File: config.mk
export PLATFORM = sky130hd
export DESIGN_NAME = latency_byte_memory_core_flat
export DESIGN_NICKNAME = d
export VERILOG_FILES = /design/src/lbm_pkg.sv /design/src/lbm_if.sv /design/src/lbm_byte_ram.sv /design/src/lbm_phase.sv /design/src/lbm_seq.sv /design/src/latency_byte_memory_core.sv /design/src/flat_wrapper.sv
export SDC_FILE = /design/constraint.sdc
export NUM_CORES = 2
export LEC_CHECK = 0
export BUFFER_PORTS_ARGS = -buffer_cell sky130_fd_sc_hd__buf_2
export CAP_MARGIN = 15
export CORE_MARGIN = 3
export CORE_UTILIZATION = 65
export DETAILED_ROUTE_END_ITERATION = 7
export PLACE_DENSITY_LB_ADDON = 0.12
export SLEW_MARGIN = 20
export SYNTH_ARGS = -nofsm -noshare
export SYNTH_HDL_FRONTEND = slang
export SYNTH_HIERARCHICAL = 1
export SYNTH_SLANG_ARGS = --single-unit
File: constraint.sdc
create_clock -name clk -period 20.7 [get_ports clk]
set_clock_uncertainty 0.15 [all_clocks]
set_input_delay 4.14 -clock clk [delete_from_list [all_inputs] [get_ports clk]]
set_output_delay 4.14 -clock clk [all_outputs]
set_load 0.1 [all_outputs]
File: src/lbm_pkg.sv
// Shared types and constants of the latency byte memory.
// Holds operation, phase and task codes and the structs passed between blocks.
// No dependencies.
package lbm_pkg;

	// Payload widths fixed by the item fields.
	localparam int OP_W    = 3;
	localparam int ADDR_W  = 8;
	localparam int CNT_W   = 4;
	localparam int DATA_W  = 64;
	localparam int TICK_W  = 4;
	localparam int PHASE_W = 2;

	// Operation codes.
	localparam logic [OP_W-1:0] OP_FETCH  = 3'd0;
	localparam logic [OP_W-1:0] OP_STORE  = 3'd1;
	localparam logic [OP_W-1:0] OP_TICK   = 3'd2;
	localparam logic [OP_W-1:0] OP_WORK   = 3'd3;
	localparam logic [OP_W-1:0] OP_EFETCH = 3'd4;
	localparam logic [OP_W-1:0] OP_ESTORE = 3'd5;
	localparam logic [OP_W-1:0] OP_HWRITE = 3'd6;
	localparam logic [OP_W-1:0] OP_CLEAR  = 3'd7;

	// Phase codes as shown on the result.
	localparam logic [PHASE_W-1:0] PH_IDLE = 2'd0;
	localparam logic [PHASE_W-1:0] PH_WAIT = 2'd1;
	localparam logic [PHASE_W-1:0] PH_MOVE = 2'd2;

	// Pending task codes.
	localparam logic [1:0] TASK_NONE  = 2'd0;
	localparam logic [1:0] TASK_FETCH = 2'd1;
	localparam logic [1:0] TASK_STORE = 2'd2;

	// Tick thresholds.
	localparam logic [TICK_W-1:0] WAIT_FORCE   = 4'd7;
	localparam logic [TICK_W-1:0] TICK_MAX     = 4'd15;
	localparam logic [TICK_W-1:0] WAIT_RST_VAL = 4'd4;

	// Command from the sequencer to the phase controller.
	typedef struct packed {
		logic            apply;
		logic [OP_W-1:0] op;
	} lbm_cmd_t;

	// Flags and phase kept by the phase controller.
	typedef struct packed {
		logic [PHASE_W-1:0] phase;
		logic               fetch_done;
		logic               store_done;
		logic               more_work;
	} lbm_status_t;

	// One byte access to the memory: a write or a read, never both.
	typedef struct packed {
		logic              we;
		logic              re;
		logic [ADDR_W-1:0] addr;
		logic [7:0]        wdata;
	} lbm_ram_req_t;

endpackage

File: src/lbm_if.sv
// Handshake channels of the latency byte memory: request, result and configuration.
// Depends on lbm_pkg for the payload widths.
interface lbm_req_if;
	import lbm_pkg::*;
	logic              valid;
	logic              ready;
	logic [OP_W-1:0]   op;
	logic [ADDR_W-1:0] addr;
	logic [CNT_W-1:0]  count;
	logic [DATA_W-1:0] write_bytes;
	modport source (output valid, op, addr, count, write_bytes, input ready);
	modport sink (input valid, op, addr, count, write_bytes, output ready);
endinterface

interface lbm_rsp_if;
	import lbm_pkg::*;
	logic               valid;
	logic               ready;
	logic [DATA_W-1:0]  read_bytes;
	logic               fetch_done;
	logic               store_done;
	logic               more_work;
	logic [PHASE_W-1:0] phase;
	modport source (output valid, read_bytes, fetch_done, store_done, more_work, phase,
		input ready);
	modport sink (input valid, read_bytes, fetch_done, store_done, more_work, phase,
		output ready);
endinterface

interface lbm_cfg_if;
	import lbm_pkg::*;
	logic              valid;
	logic              ready;
	logic [TICK_W-1:0] data;
	modport source (output valid, data, input ready);
	modport sink (input valid, data, output ready);
endinterface

File: src/lbm_byte_ram.sv
// Byte-wide synchronous memory with one access port and registered read data.
// Depends on lbm_pkg for the access request struct.
module lbm_byte_ram import lbm_pkg::*; #(
	parameter int MEM_BYTES = 256
) (
	input  logic         clk,
	input  lbm_ram_req_t req,
	output logic [7:0]   rdata
);
	localparam int AW = $clog2(MEM_BYTES);

	logic [7:0] mem [MEM_BYTES];
	logic [7:0] rdata_q;

	// Write or read one byte; read data is registered and appears in the cycle after the read.
	always_ff @(posedge clk) begin
		if (req.we) begin
			mem[req.addr[AW-1:0]] <= req.wdata;
		end
		if (req.re) begin
			rdata_q <= mem[req.addr[AW-1:0]];
		end
	end

	assign rdata = rdata_q;
endmodule

File: src/lbm_phase.sv
// Phase controller: phase, tick counter, pending task and completion flags.
// Depends on lbm_pkg for codes and the command and status structs.
module lbm_phase import lbm_pkg::*; (
	input  logic              clk,
	input  logic              arst_n,
	input  lbm_cmd_t          cmd,
	input  logic [TICK_W-1:0] wait_ticks,
	output lbm_status_t       status
);
	logic [PHASE_W-1:0] phase_q;
	logic [TICK_W-1:0]  tick_q;
	logic [1:0]         task_q;
	logic               fetch_done_q;
	logic               store_done_q;
	logic               more_work_q;
	logic [TICK_W-1:0]  tick_inc;

	// Saturating tick increment.
	assign tick_inc = (tick_q == TICK_MAX) ? tick_q : tick_q + 4'd1;

	// Apply each accepted item to the control state in its accept cycle.
	always_ff @(posedge clk or negedge arst_n) begin
		if (!arst_n) begin
			phase_q      <= PH_IDLE;
			tick_q       <= '0;
			task_q       <= TASK_NONE;
			fetch_done_q <= 1'b0;
			store_done_q <= 1'b0;
			more_work_q  <= 1'b0;
		end else if (cmd.apply) begin
			case (cmd.op)
				OP_FETCH, OP_STORE: begin
					task_q       <= (cmd.op == OP_FETCH) ? TASK_FETCH : TASK_STORE;
					fetch_done_q <= 1'b0;
					store_done_q <= 1'b0;
					more_work_q  <= 1'b1;
					phase_q      <= PH_WAIT;
				end
				OP_TICK: begin
					more_work_q <= 1'b1;
					if (phase_q == PH_WAIT) begin
						if (tick_inc >= wait_ticks) begin
							tick_q  <= '0;
							phase_q <= PH_MOVE;
						end else begin
							tick_q <= tick_inc;
						end
					end
				end
				OP_WORK: begin
					if (phase_q == PH_IDLE) begin
						more_work_q <= 1'b0;
					end else if (phase_q == PH_WAIT) begin
						if (tick_q >= WAIT_FORCE) begin
							phase_q <= PH_MOVE;
						end else begin
							more_work_q <= 1'b0;
						end
					end else begin
						if (task_q == TASK_FETCH) begin
							fetch_done_q <= 1'b1;
						end else if (task_q == TASK_STORE) begin
							store_done_q <= 1'b1;
						end
						more_work_q <= 1'b0;
						phase_q     <= PH_IDLE;
					end
				end
				OP_EFETCH: begin
					fetch_done_q <= 1'b0;
				end
				OP_ESTORE: begin
					store_done_q <= 1'b0;
				end
				default: begin
				end
			endcase
		end
	end

	assign status.phase      = phase_q;
	assign status.fetch_done = fetch_done_q;
	assign status.store_done = store_done_q;
	assign status.more_work  = more_work_q;
endmodule

File: src/lbm_seq.sv
// Access sequencer: takes request beats, walks bursts and clears over the byte memory,
// and holds the fetch and store buffers. Depends on lbm_pkg and lbm_if.
module lbm_seq import lbm_pkg::*; #(
	parameter int MEM_BYTES   = 256,
	parameter int BURST_BYTES = 8
) (
	input  logic              clk,
	input  logic              arst_n,
	lbm_req_if.sink           req,
	input  logic              out_free,
	input  logic [7:0]        ram_rdata,
	output lbm_ram_req_t      ram_req,
	output lbm_cmd_t          cmd,
	output logic              fin,
	output logic [DATA_W-1:0] fetch_flat
);
	localparam int AW  = $clog2(MEM_BYTES);
	localparam int BIW = (BURST_BYTES > 1) ? $clog2(BURST_BYTES) : 1;
	localparam logic [CNT_W-1:0]  BurstCnt = CNT_W'(BURST_BYTES);
	localparam logic [ADDR_W:0]   MemSize  = (ADDR_W+1)'(MEM_BYTES);
	localparam logic [AW-1:0]     LastAddr = AW'(MEM_BYTES - 1);

	typedef enum logic [4:0] {
		S_IDLE   = 5'b00001,
		S_ADDR   = 5'b00010,
		S_RUN    = 5'b00100,
		S_CLEAR  = 5'b01000,
		S_FINISH = 5'b10000
	} seq_state_t;

	seq_state_t        state_q;
	logic [OP_W-1:0]   op_q;
	logic [ADDR_W-1:0] addr_q;
	logic [DATA_W-1:0] data_q;
	logic [CNT_W-1:0]  n_q;
	logic [CNT_W-1:0]  idx_q;
	logic [AW-1:0]     ptr_q;
	logic [CNT_W-1:0]  byte_count_q;
	logic [AW-1:0]     store_addr_q;
	logic [7:0]        store_buf_q [BURST_BYTES];
	logic [7:0]        fetch_buf_q [BURST_BYTES];
	logic              rd_valid_s1;
	logic [BIW-1:0]    rd_idx_s1;

	logic              accept;
	logic [CNT_W-1:0]  cnt_cap;
	logic              active;
	logic              is_fetch;
	logic [AW-1:0]     ptr_next;
	logic [7:0]        wr_byte;

	assign req.ready = (state_q == S_IDLE);
	assign accept    = req.valid && req.ready;
	assign cnt_cap   = (req.count > BurstCnt) ? BurstCnt : req.count;
	assign active    = (idx_q < n_q);
	assign is_fetch  = (op_q == OP_FETCH);
	assign ptr_next  = (ptr_q == LastAddr) ? '0 : ptr_q + 1'b1;
	assign wr_byte   = (op_q == OP_HWRITE) ? data_q[{idx_q[2:0], 3'b000} +: 8]
		: store_buf_q[idx_q[BIW-1:0]];

	assign cmd.apply = accept;
	assign cmd.op    = req.op;
	assign fin       = (state_q == S_FINISH) && out_free;

	// Memory access of the current cycle.
	always_comb begin
		ram_req       = '0;
		ram_req.addr  = ADDR_W'(ptr_q);
		ram_req.wdata = wr_byte;
		if (state_q == S_RUN && active) begin
			ram_req.we = !is_fetch;
			ram_req.re = is_fetch;
		end else if (state_q == S_CLEAR) begin
			ram_req.we    = 1'b1;
			ram_req.wdata = 8'h00;
		end
	end

	// Sequencer state and burst counters.
	always_ff @(posedge clk or negedge arst_n) begin
		if (!arst_n) begin
			state_q      <= S_IDLE;
			op_q         <= OP_TICK;
			addr_q       <= '0;
			idx_q        <= '0;
			n_q          <= '0;
			ptr_q        <= '0;
			byte_count_q <= '0;
			store_addr_q <= '0;
			rd_valid_s1  <= 1'b0;
			for (int i = 0; i < BURST_BYTES; i++) begin
				store_buf_q[i] <= 8'h00;
			end
		end else begin
			rd_valid_s1 <= (state_q == S_RUN) && active && is_fetch;
			case (state_q)
				S_IDLE: begin
					if (accept) begin
						op_q   <= req.op;
						addr_q <= req.addr;
						idx_q  <= '0;
						case (req.op)
							OP_FETCH, OP_HWRITE: begin
								n_q     <= cnt_cap;
								state_q <= S_ADDR;
								if (req.op == OP_FETCH) begin
									byte_count_q <= cnt_cap;
								end
							end
							OP_STORE: begin
								byte_count_q <= cnt_cap;
								n_q          <= cnt_cap;
								state_q      <= S_ADDR;
								for (int i = 0; i < BURST_BYTES; i++) begin
									if (CNT_W'(i) < cnt_cap) begin
										store_buf_q[i] <= req.write_bytes[8*i +: 8];
									end
								end
							end
							OP_ESTORE: begin
								n_q     <= byte_count_q;
								ptr_q   <= store_addr_q;
								state_q <= S_RUN;
							end
							OP_CLEAR: begin
								ptr_q   <= '0;
								state_q <= S_CLEAR;
							end
							default: begin
								state_q <= S_FINISH;
							end
						endcase
					end
				end
				S_ADDR: begin
					// Reduce the start address below the memory size.
					if ({1'b0, addr_q} >= MemSize) begin
						addr_q <= ADDR_W'({1'b0, addr_q} - MemSize);
					end else begin
						ptr_q <= addr_q[AW-1:0];
						if (op_q == OP_STORE) begin
							store_addr_q <= addr_q[AW-1:0];
							state_q      <= S_FINISH;
						end else begin
							state_q <= S_RUN;
						end
					end
				end
				S_RUN: begin
					// One byte a cycle; the last fetch read lands before leaving.
					if (active) begin
						idx_q <= idx_q + 1'b1;
						ptr_q <= ptr_next;
					end else if (!rd_valid_s1) begin
						state_q <= S_FINISH;
					end
				end
				S_CLEAR: begin
					if (ptr_q == LastAddr) begin
						state_q <= S_FINISH;
					end else begin
						ptr_q <= ptr_next;
					end
				end
				S_FINISH: begin
					if (out_free) begin
						state_q <= S_IDLE;
					end
				end
				default: begin
					state_q <= S_IDLE;
				end
			endcase
		end
	end

	// Data of the accepted beat.
	always_ff @(posedge clk) begin
		if (accept) begin
			data_q <= req.write_bytes;
		end
	end

	// Read index is registered and follows the read request in the cycle after it.
	always_ff @(posedge clk) begin
		rd_idx_s1 <= idx_q[BIW-1:0];
	end

	// Fetch buffer takes each returned byte.
	always_ff @(posedge clk or negedge arst_n) begin
		if (!arst_n) begin
			for (int i = 0; i < BURST_BYTES; i++) begin
				fetch_buf_q[i] <= 8'h00;
			end
		end else if (rd_valid_s1) begin
			fetch_buf_q[rd_idx_s1] <= ram_rdata;
		end
	end

	// Fetch buffer as a flat word; bytes past the burst read as zero.
	always_comb begin
		fetch_flat = '0;
		for (int i = 0; i < BURST_BYTES; i++) begin
			fetch_flat[8*i +: 8] = fetch_buf_q[i];
		end
	end
endmodule

File: src/latency_byte_memory_core.sv
// Latency byte memory top level: configuration register, result register and block wiring.
// Depends on lbm_pkg, lbm_if, lbm_byte_ram, lbm_phase and lbm_seq.
//
// The block takes one request beat at a time and returns exactly one result beat for it.
// Tick, cycle-work and end-fetch items go straight to the finish step. The byte
// memory has one port and is accessed one byte a cycle, so a burst walks its bytes
// one at a time. Host write, fetch and start store first reduce the start address by
// compare-and-subtract steps, addr / MEM_BYTES of them (none for a 256-byte memory).
// Clear walks every entry. A new request is taken while the previous result still
// waits in the output register. Memory bytes that were never written or cleared read
// back as unknown data.
module latency_byte_memory_core import lbm_pkg::*; #(
	parameter int MEM_BYTES   = 256,
	parameter int BURST_BYTES = 8
) (
	input  logic      clk,
	input  logic      arst_n,
	lbm_req_if.sink   req,
	lbm_rsp_if.source rsp,
	lbm_cfg_if.sink   cfg
);
	logic [TICK_W-1:0]  wait_ticks_q;
	logic               rsp_valid_q;
	logic [DATA_W-1:0]  read_bytes_q;
	logic               fetch_done_q;
	logic               store_done_q;
	logic               more_work_q;
	logic [PHASE_W-1:0] phase_q;

	lbm_ram_req_t       ram_req;
	logic [7:0]         ram_rdata;
	lbm_cmd_t           cmd;
	lbm_status_t        status;
	logic               fin;
	logic               out_free;
	logic [DATA_W-1:0]  fetch_flat;

	// Configuration beats are always taken.
	assign cfg.ready = 1'b1;

	always_ff @(posedge clk or negedge arst_n) begin
		if (!arst_n) begin
			wait_ticks_q <= WAIT_RST_VAL;
		end else if (cfg.valid) begin
			wait_ticks_q <= cfg.data;
		end
	end

	lbm_seq #(
		.MEM_BYTES  (MEM_BYTES),
		.BURST_BYTES(BURST_BYTES)
	) u_seq (
		.clk       (clk),
		.arst_n    (arst_n),
		.req       (req),
		.out_free  (out_free),
		.ram_rdata (ram_rdata),
		.ram_req   (ram_req),
		.cmd       (cmd),
		.fin       (fin),
		.fetch_flat(fetch_flat)
	);

	lbm_byte_ram #(
		.MEM_BYTES(MEM_BYTES)
	) u_ram (
		.clk  (clk),
		.req  (ram_req),
		.rdata(ram_rdata)
	);

	lbm_phase u_phase (
		.clk       (clk),
		.arst_n    (arst_n),
		.cmd       (cmd),
		.wait_ticks(wait_ticks_q),
		.status    (status)
	);

	// Result register; a finished item loads it once the slot is free.
	assign out_free = !rsp_valid_q || rsp.ready;

	always_ff @(posedge clk or negedge arst_n) begin
		if (!arst_n) begin
			rsp_valid_q <= 1'b0;
		end else if (fin) begin
			rsp_valid_q <= 1'b1;
		end else if (rsp.ready) begin
			rsp_valid_q <= 1'b0;
		end
	end

	always_ff @(posedge clk) begin
		if (fin) begin
			read_bytes_q <= fetch_flat;
			fetch_done_q <= status.fetch_done;
			store_done_q <= status.store_done;
			more_work_q  <= status.more_work;
			phase_q      <= status.phase;
		end
	end

	assign rsp.valid      = rsp_valid_q;
	assign rsp.read_bytes = read_bytes_q;
	assign rsp.fetch_done = fetch_done_q;
	assign rsp.store_done = store_done_q;
	assign rsp.more_work  = more_work_q;
	assign rsp.phase      = phase_q;
endmodule

File: src/flat_wrapper.sv
// flat-port wrapper written by rule: the top's interface ports become plain ports
module latency_byte_memory_core_flat import lbm_pkg::*;
#(
	parameter int MEM_BYTES   = 256,
	parameter int BURST_BYTES = 8
)
  (clk, arst_n, req_valid, req_op, req_addr, req_count, req_write_bytes, req_ready, rsp_valid, rsp_read_bytes, rsp_fetch_done, rsp_store_done, rsp_more_work, rsp_phase, rsp_ready, cfg_valid, cfg_data, cfg_ready);
  lbm_req_if req_i ();
  lbm_rsp_if rsp_i ();
  lbm_cfg_if cfg_i ();
  input  logic clk;
  input  logic arst_n;
  input wire logic [$bits(req_i.valid)-1:0] req_valid;
  input wire logic [$bits(req_i.op)-1:0] req_op;
  input wire logic [$bits(req_i.addr)-1:0] req_addr;
  input wire logic [$bits(req_i.count)-1:0] req_count;
  input wire logic [$bits(req_i.write_bytes)-1:0] req_write_bytes;
  output wire logic [$bits(req_i.ready)-1:0] req_ready;
  output wire logic [$bits(rsp_i.valid)-1:0] rsp_valid;
  output wire logic [$bits(rsp_i.read_bytes)-1:0] rsp_read_bytes;
  output wire logic [$bits(rsp_i.fetch_done)-1:0] rsp_fetch_done;
  output wire logic [$bits(rsp_i.store_done)-1:0] rsp_store_done;
  output wire logic [$bits(rsp_i.more_work)-1:0] rsp_more_work;
  output wire logic [$bits(rsp_i.phase)-1:0] rsp_phase;
  input wire logic [$bits(rsp_i.ready)-1:0] rsp_ready;
  input wire logic [$bits(cfg_i.valid)-1:0] cfg_valid;
  input wire logic [$bits(cfg_i.data)-1:0] cfg_data;
  output wire logic [$bits(cfg_i.ready)-1:0] cfg_ready;
  assign req_i.valid = req_valid;
  assign req_i.op = req_op;
  assign req_i.addr = req_addr;
  assign req_i.count = req_count;
  assign req_i.write_bytes = req_write_bytes;
  assign req_ready = req_i.ready;
  assign rsp_valid = rsp_i.valid;
  assign rsp_read_bytes = rsp_i.read_bytes;
  assign rsp_fetch_done = rsp_i.fetch_done;
  assign rsp_store_done = rsp_i.store_done;
  assign rsp_more_work = rsp_i.more_work;
  assign rsp_phase = rsp_i.phase;
  assign rsp_i.ready = rsp_ready;
  assign cfg_i.valid = cfg_valid;
  assign cfg_i.data = cfg_data;
  assign cfg_ready = cfg_i.ready;
  latency_byte_memory_core #(.MEM_BYTES(MEM_BYTES), .BURST_BYTES(BURST_BYTES)) u_core (.clk(clk), .arst_n(arst_n), .req(req_i), .rsp(rsp_i), .cfg(cfg_i));
endmodule
### Yosys cells after proc, flatten, opt, wreduce, memory -nomap -nowiden

Memories as Yosys holds them, arrays and structs flattened. A register that Yosys moved wholly into a read port is not among the register bits.
Index checks and enable logic that the tools add are counted.

| word-level totals | value |
|---|---|
| register bits | 325 |
| RAM bits | 2048 |
| input bits | 88 |
| logic and storage cells | 205 |
| memories | 1 |

| operators by class | value |
|---|---|
| add/subtract/negate cells | 3 |
| magnitude comparators | 15 |
| equal/unequal tests | 37 |
| shift-type cells | 1 |
| multiplexer cells | 59 |
| bitwise gates (word level) | 2 |
| reductions and logical operators | 47 |

Memories:

| memory | words | width | rd ports | clocked after memory_dff | wr ports | RTL line | RTL |
|---|---|---|---|---|---|---|---|
| u_core.u_ram.mem | 256 | 8 | 1 | 1 | 1 | lbm_byte_ram.sv:12 | `logic [7:0] mem [MEM_BYTES];` |

Operator list:

| operator | number |
|---|---|
| 8-bit 2-to-1 mux | 10 |
| 64-bit bitwise mux | 1 |
| 64-bit by 7-bit variable part select with 8-bit output | 1 |
| 4-bit AND reduction | 9 |
| 8-bit case mux with 4 select lines | 1 |
| 5-bit 2-to-1 mux | 6 |
| 2-bit != test (second input constant) | 14 |
| 5-bit case mux with 5 select lines | 1 |
| 8-bit binary-select mux with 3-bit select | 1 |
| 8-bit demux with 3-bit select | 1 |
| 4-bit 2-to-1 mux | 6 |
| 4-bit case mux with 2 select lines | 3 |
| 1-bit 2-to-1 mux | 17 |
| 3-bit by 4-bit < comparator with 1-bit output (first input constant) | 4 |
| 8-bit case mux with 2 select lines | 1 |
| 3-bit equality test (second input constant) | 5 |
| 5-bit case mux with 3 select lines | 1 |
| 5-bit AND reduction | 3 |
| 2-bit nonzero test | 7 |
| 2-bit 2-to-1 mux | 6 |
| 3-bit AND reduction | 4 |
| 6-bit AND reduction | 2 |
| 3-bit OR reduction | 4 |
| 4-bit by 1-bit adder with 4-bit output (second input constant) | 2 |
| 36 further kinds | 54 |

### Logic depth before layout (Yosys ltp)

| logic depth | value |
|---|---|
| depth in word-level cells | 7 |
| gate-level depth with buffers | 11 |
| gate-level depth less buffers | 10 |

### Modules after synthesis

Netlist, hierarchy kept.

Modules (own cells, without submodules):

| module | times used | cells each | area each (um2) |
|---|---|---|---|
| lbm_byte_ram | 1 | 3547 | 78572.9 |
| lbm_seq | 1 | 663 | 10258.6 |
| latency_byte_memory_core | 1 | 82 | 2267.2 |
| lbm_phase | 1 | 77 | 726.9 |

### Least setup slack after synthesis

OpenSTA, ideal clock, no wires.

| timing path | value |
|---|---|
| path kind | register to register |
| start point | register u_core.u_seq.idx_q[1] |
| end point | memory u_core.u_ram.mem[0][3], data pin |
| library setup time | 1.462 ns |
| data arrival time | 7.695 ns |
| required time | 19.088 ns |
| slack | 11.393 ns |
| stages on the path, launching flop included | 6 |
| period minus slack after synthesis | 9.307 ns |
| cell sequence | dfrtp_1 > clkbuf_1 > clkbuf_1 > mux4_2 > mux4_2 > nor2b_1 |

RTL lines:

| item | RTL line | RTL |
|---|---|---|
| start, declared | lbm_seq.sv:36 | `logic [CNT_W-1:0] idx_q;` |
| start signal, assigned | lbm_seq.sv:152 | `idx_q <= idx_q + 1'b1;` |
| end, declared | lbm_byte_ram.sv:12 |  |

### Worst setup path in the final report

| timing path | value |
|---|---|
| start point | register u_core.u_seq.state_q[1] |
| end point | output port req_ready |

| on the way | value |
|---|---|
| word-level cells in the longest chain between the ends | 1 |

Ends and longest elaborated chain:

| item | RTL line | RTL |
|---|---|---|
| start, declared | lbm_seq.sv:31 | `seq_state_t state_q;` |
| start signal, assigned | lbm_seq.sv:82 | `state_q <= S_IDLE;` |
| start signal, assigned | lbm_seq.sv:105 | `state_q <= S_ADDR;` |
| start signal, assigned | lbm_seq.sv:113 | `state_q <= S_ADDR;` |
| 5-bit by 1-bit equality test with 1-bit output | lbm_seq.sv:52 | `assign req.ready = (state_q == S_IDLE);` |
| end, declared | flat_wrapper.sv:18 | `output wire logic [$bits(req_i.ready)-1:0] req_ready;` |

Every way passes these cells.

==> reports/qor.yml <==
yosys:
  synth_top_area_share_pct: 71.6
  synth_area_leaders: "edfxtp_1, mux4_2, dfrtp_1, a22oi_1, mux2_2"
  synth_common_cells: "edfxtp_1, mux4_2, a22oi_1"
  yosysMostFrequentCell: "edfxtp_1"
  yosysTopAreaCell: "edfxtp_1"
  synth-async-reset-ratio_pct: 7.94
  synth_edf_count: 2189
  yosysWarnings: 6
  ys.flop_type: "edfxtp_1"
  syn_nets: 4467
  synth.avg_cell_area_um2: 21.0
  synth_cell_types: 75
  synth-seq-cells: 2381
  synthesis.area_um2: 91800
  ys_seq_area_share_pct: 76.8
  syn_inst: 4369
sta:
  setup_viol: 0
  post-route-min-period_ns: 6.62
  timing.fmax_mhz: 151
  drv_slew: 0
  setup_ws_ns: 14.08
  rsz0062_at_grt: "no"
  hold_violations: 0
  tightestPinTransition_ns: 1.31
  period_share_pct: 32.0
  slew_headroom_pct: 11.6
  final.setup.tns_ns: 0
clock_tree:
  cts_tree: "done"
  htreeDepth: 4
  cts_resized: 0
  clock_latency_ns: 0.83
  cts_buffer_depth: 3
  post-cts-setup-buffers: 0
  clk_pin_slew_ns: 0.06
  cts_buffers: 222
  cts-root-buf: "clkbuf_16"
  cts.sinks: 2381
  holdBufCountCts: 0
critical_path:
  setup.worst_path.class: "reg2out"
  end_kind: "primary output"
  worstSetupStartpointType: "register"
  critPathSlowestCell: "dfrtp_1"
  crit_chain: "nor4_4 > nand2_1 > inv_1 > buf_2"
  required_ns: 16.41
  path_max_fanout: 8
  crit_buf_inv: 2
  critPathTopFamily: "simple AND/OR/NAND/NOR gates"
  critPathArrivalTime_ns: 2.33
  max_stage_delay_ns: 0.47
power_and_ir_drop:
  leakage_uw: 0.0325
  p_total_uw: 14200
  powerDensity_nw_per_um2: 139
  ir_drop_mv: 0.219
placement:
  place_ws_ns: 13.96
  io_buffers: 158
  postPlaceCellArea_um2: 94900
  place_congestion: 0.819
  place_hpwl_um: 122000
global_routing:
  gr-total-overflow: 0
  grt_antenna_before_repair: 4
  grt_pass1_wl_um: 310000
  grt_pass1_vias: 45697
  grt_max_degree: 256
  grt_util_all_layers_pct: 29.2
layout:
  fin_nets: 4697
  final_area_um2: 102000
  drive_gt1_share_pct: 28.2
  syn_to_final_growth_pct: 11.2
job:
  drv_cap: 0
die:
  die-area_um2: 146000
  start_util_pct: 65.6
  die_height_um: 382
  placementRows: 137
  io_pins: 160
  dieWidth_um: 382
  core_um2: 140000
routing:
  routed_wl_um: 209000
  routed_via_density: 6.80
  ant_nets: 0
  drc_errors: 0
  drt_iter0_drc: 5589
  wire_per_inst_um: 31.4
  first_pass_iters: 6
  via_count: 45352
hold_path:
  hold_class: "reg2reg"
outcome:
  outcome: "finished, final reports clean"
-- worst reg2reg max path: cells and delay by family, from the launching register on --
family                 cells  cell delay (ns)
flip-flops                 1             1.00
AO/OA/AOI/OAI              3             1.20
AND/OR/NAND/NOR            1             0.09
multiplexers               1             0.60
buffers and inverters      5             3.18
-- cell usage in the layout (no fill, tap or decap), drive strengths merged, types with 4 or more instances in the layout --
cell and n:
o21ai 29, nor2b 19, a222oi 4, nor3b 8, clkinv 104, nand2 79
mux4 552, a221oi 5, mux2 143, or2 4, o21bai 5, a22o 4
a22oi 256, nor2 251, clkbuf 281, buf 270, nand4 12, nand3 25
and2 5, a21oi 143, nand2b 13, nor3 42, dfrtp 186, ha 10
o41ai 32, edfxtp 2189, bufinv 22, inv 33, o31ai 5
-- flip-flops by register name (all words and copies together), names as in the netlist, 4 cells and up --
signal	count
u_core/rsp.read_bytes	64
u_core/u_phase/tick_q	4
u_core/u_ram/mem	2048
u_core/u_ram/rdata	8
u_core/u_seq/addr_q	8
u_core/u_seq/byte_count_q	4
u_core/u_seq/data_q	64
u_core/u_seq/fetch_flat	64
u_core/u_seq/idx_q	4
u_core/u_seq/n_q	4
u_core/u_seq/ptr_q	8
u_core/u_seq/state_q	5
u_core/u_seq/store_addr_q	8
u_core/u_seq/store_buf_q	64
u_core/wait_ticks_q	4
-- stage by stage --
step,utilization (%),instances,hold slack [ns]
6_report,73.0,6670,0.288
5_1_grt,73.0,6667,0.304
4_1_cts,73.0,6665,0.290
3_5_place_dp,67.8,6249,0.276
3_3_place_gp,67.8,6245,0.276
2_1_floorplan,-,4369,0.218
-- worst paths after layout --
kind	slack, ns	cells past startpoint	end	from
max in group asynchronous	15.54	2	u_core/u_seq/fetch_flat[5]$_DFFE_PN0P_	arst_n
max	14.08	4	req_ready	u_core/u_seq/state_q[1]$_DFFE_PN0P_
max reg2reg	14.21	10	u_core/u_ram/rdata[6]$_DFFE_PP_	u_core/u_seq/ptr_q[0]$_DFFE_PN0P_
min reg2reg	0.29	0	u_core/rsp.read_bytes[8]$_DFFE_PP_	u_core/u_seq/fetch_flat[8]$_DFFE_PN0P_
min in group asynchronous	3.30	1	u_core/u_seq/store_buf_q[51]$_DFFE_PN0P_	arst_n
min	0.29	0	u_core/rsp.read_bytes[8]$_DFFE_PP_	u_core/u_seq/fetch_flat[8]$_DFFE_PN0P_
-- routing by layer --
| layer | up-vias | global-route usage, % | share of wire [%] |
|---|---|---|---|
| li1 | 18649 | - | - |
| met1 | 23739 | 42.7 | 38 |
| met2 | 2585 | 44.8 | 48 |
| met3 | 379 | 6.76 | 11 |
| met4 | 0 | 9.46 | 3.4 |
| met5 | - | 0 | 0 |
-- final cells by class --
cell class                 count  area, µm²
sequential                  2381      70500
timing repair buffer         271       1810
tap                         1876       2350
clock buffer                 280       5890
inverter                      26       98.8
clock inverter               136       1280
fill                        8021      37700
antenna                        3       7.51
multi-input combinational   1697      20200
-- report_power, final --
| group | internal (µW) | total [µW] | switching [µW] |
|---|---|---|---|
| Sequential | 6540 | 6670 | 131 |
| Combinational | 1150 | 3520 | 2370 |
| Clock | 2280 | 4000 | 1710 |
-- logic make-up (layout without fill, tap and decap cells) --
kind of cell | after synthesis | after routing | synth area share [%]
xor+xnor | 6 | 6 | 0.0572
flops | 2381 | 2381 | 76.8
simple gates | 477 | 477 | 2.36
fa+ha+maj | 10 | 10 | 0.136
buf+inv | 291 | 713 | 1.48
other cells | 1 | 4 | 0.00408
compound gates | 505 | 505 | 3.83
mux | 698 | 698 | 15.3
No activity file was read; power rests on OpenSTA's default activity.
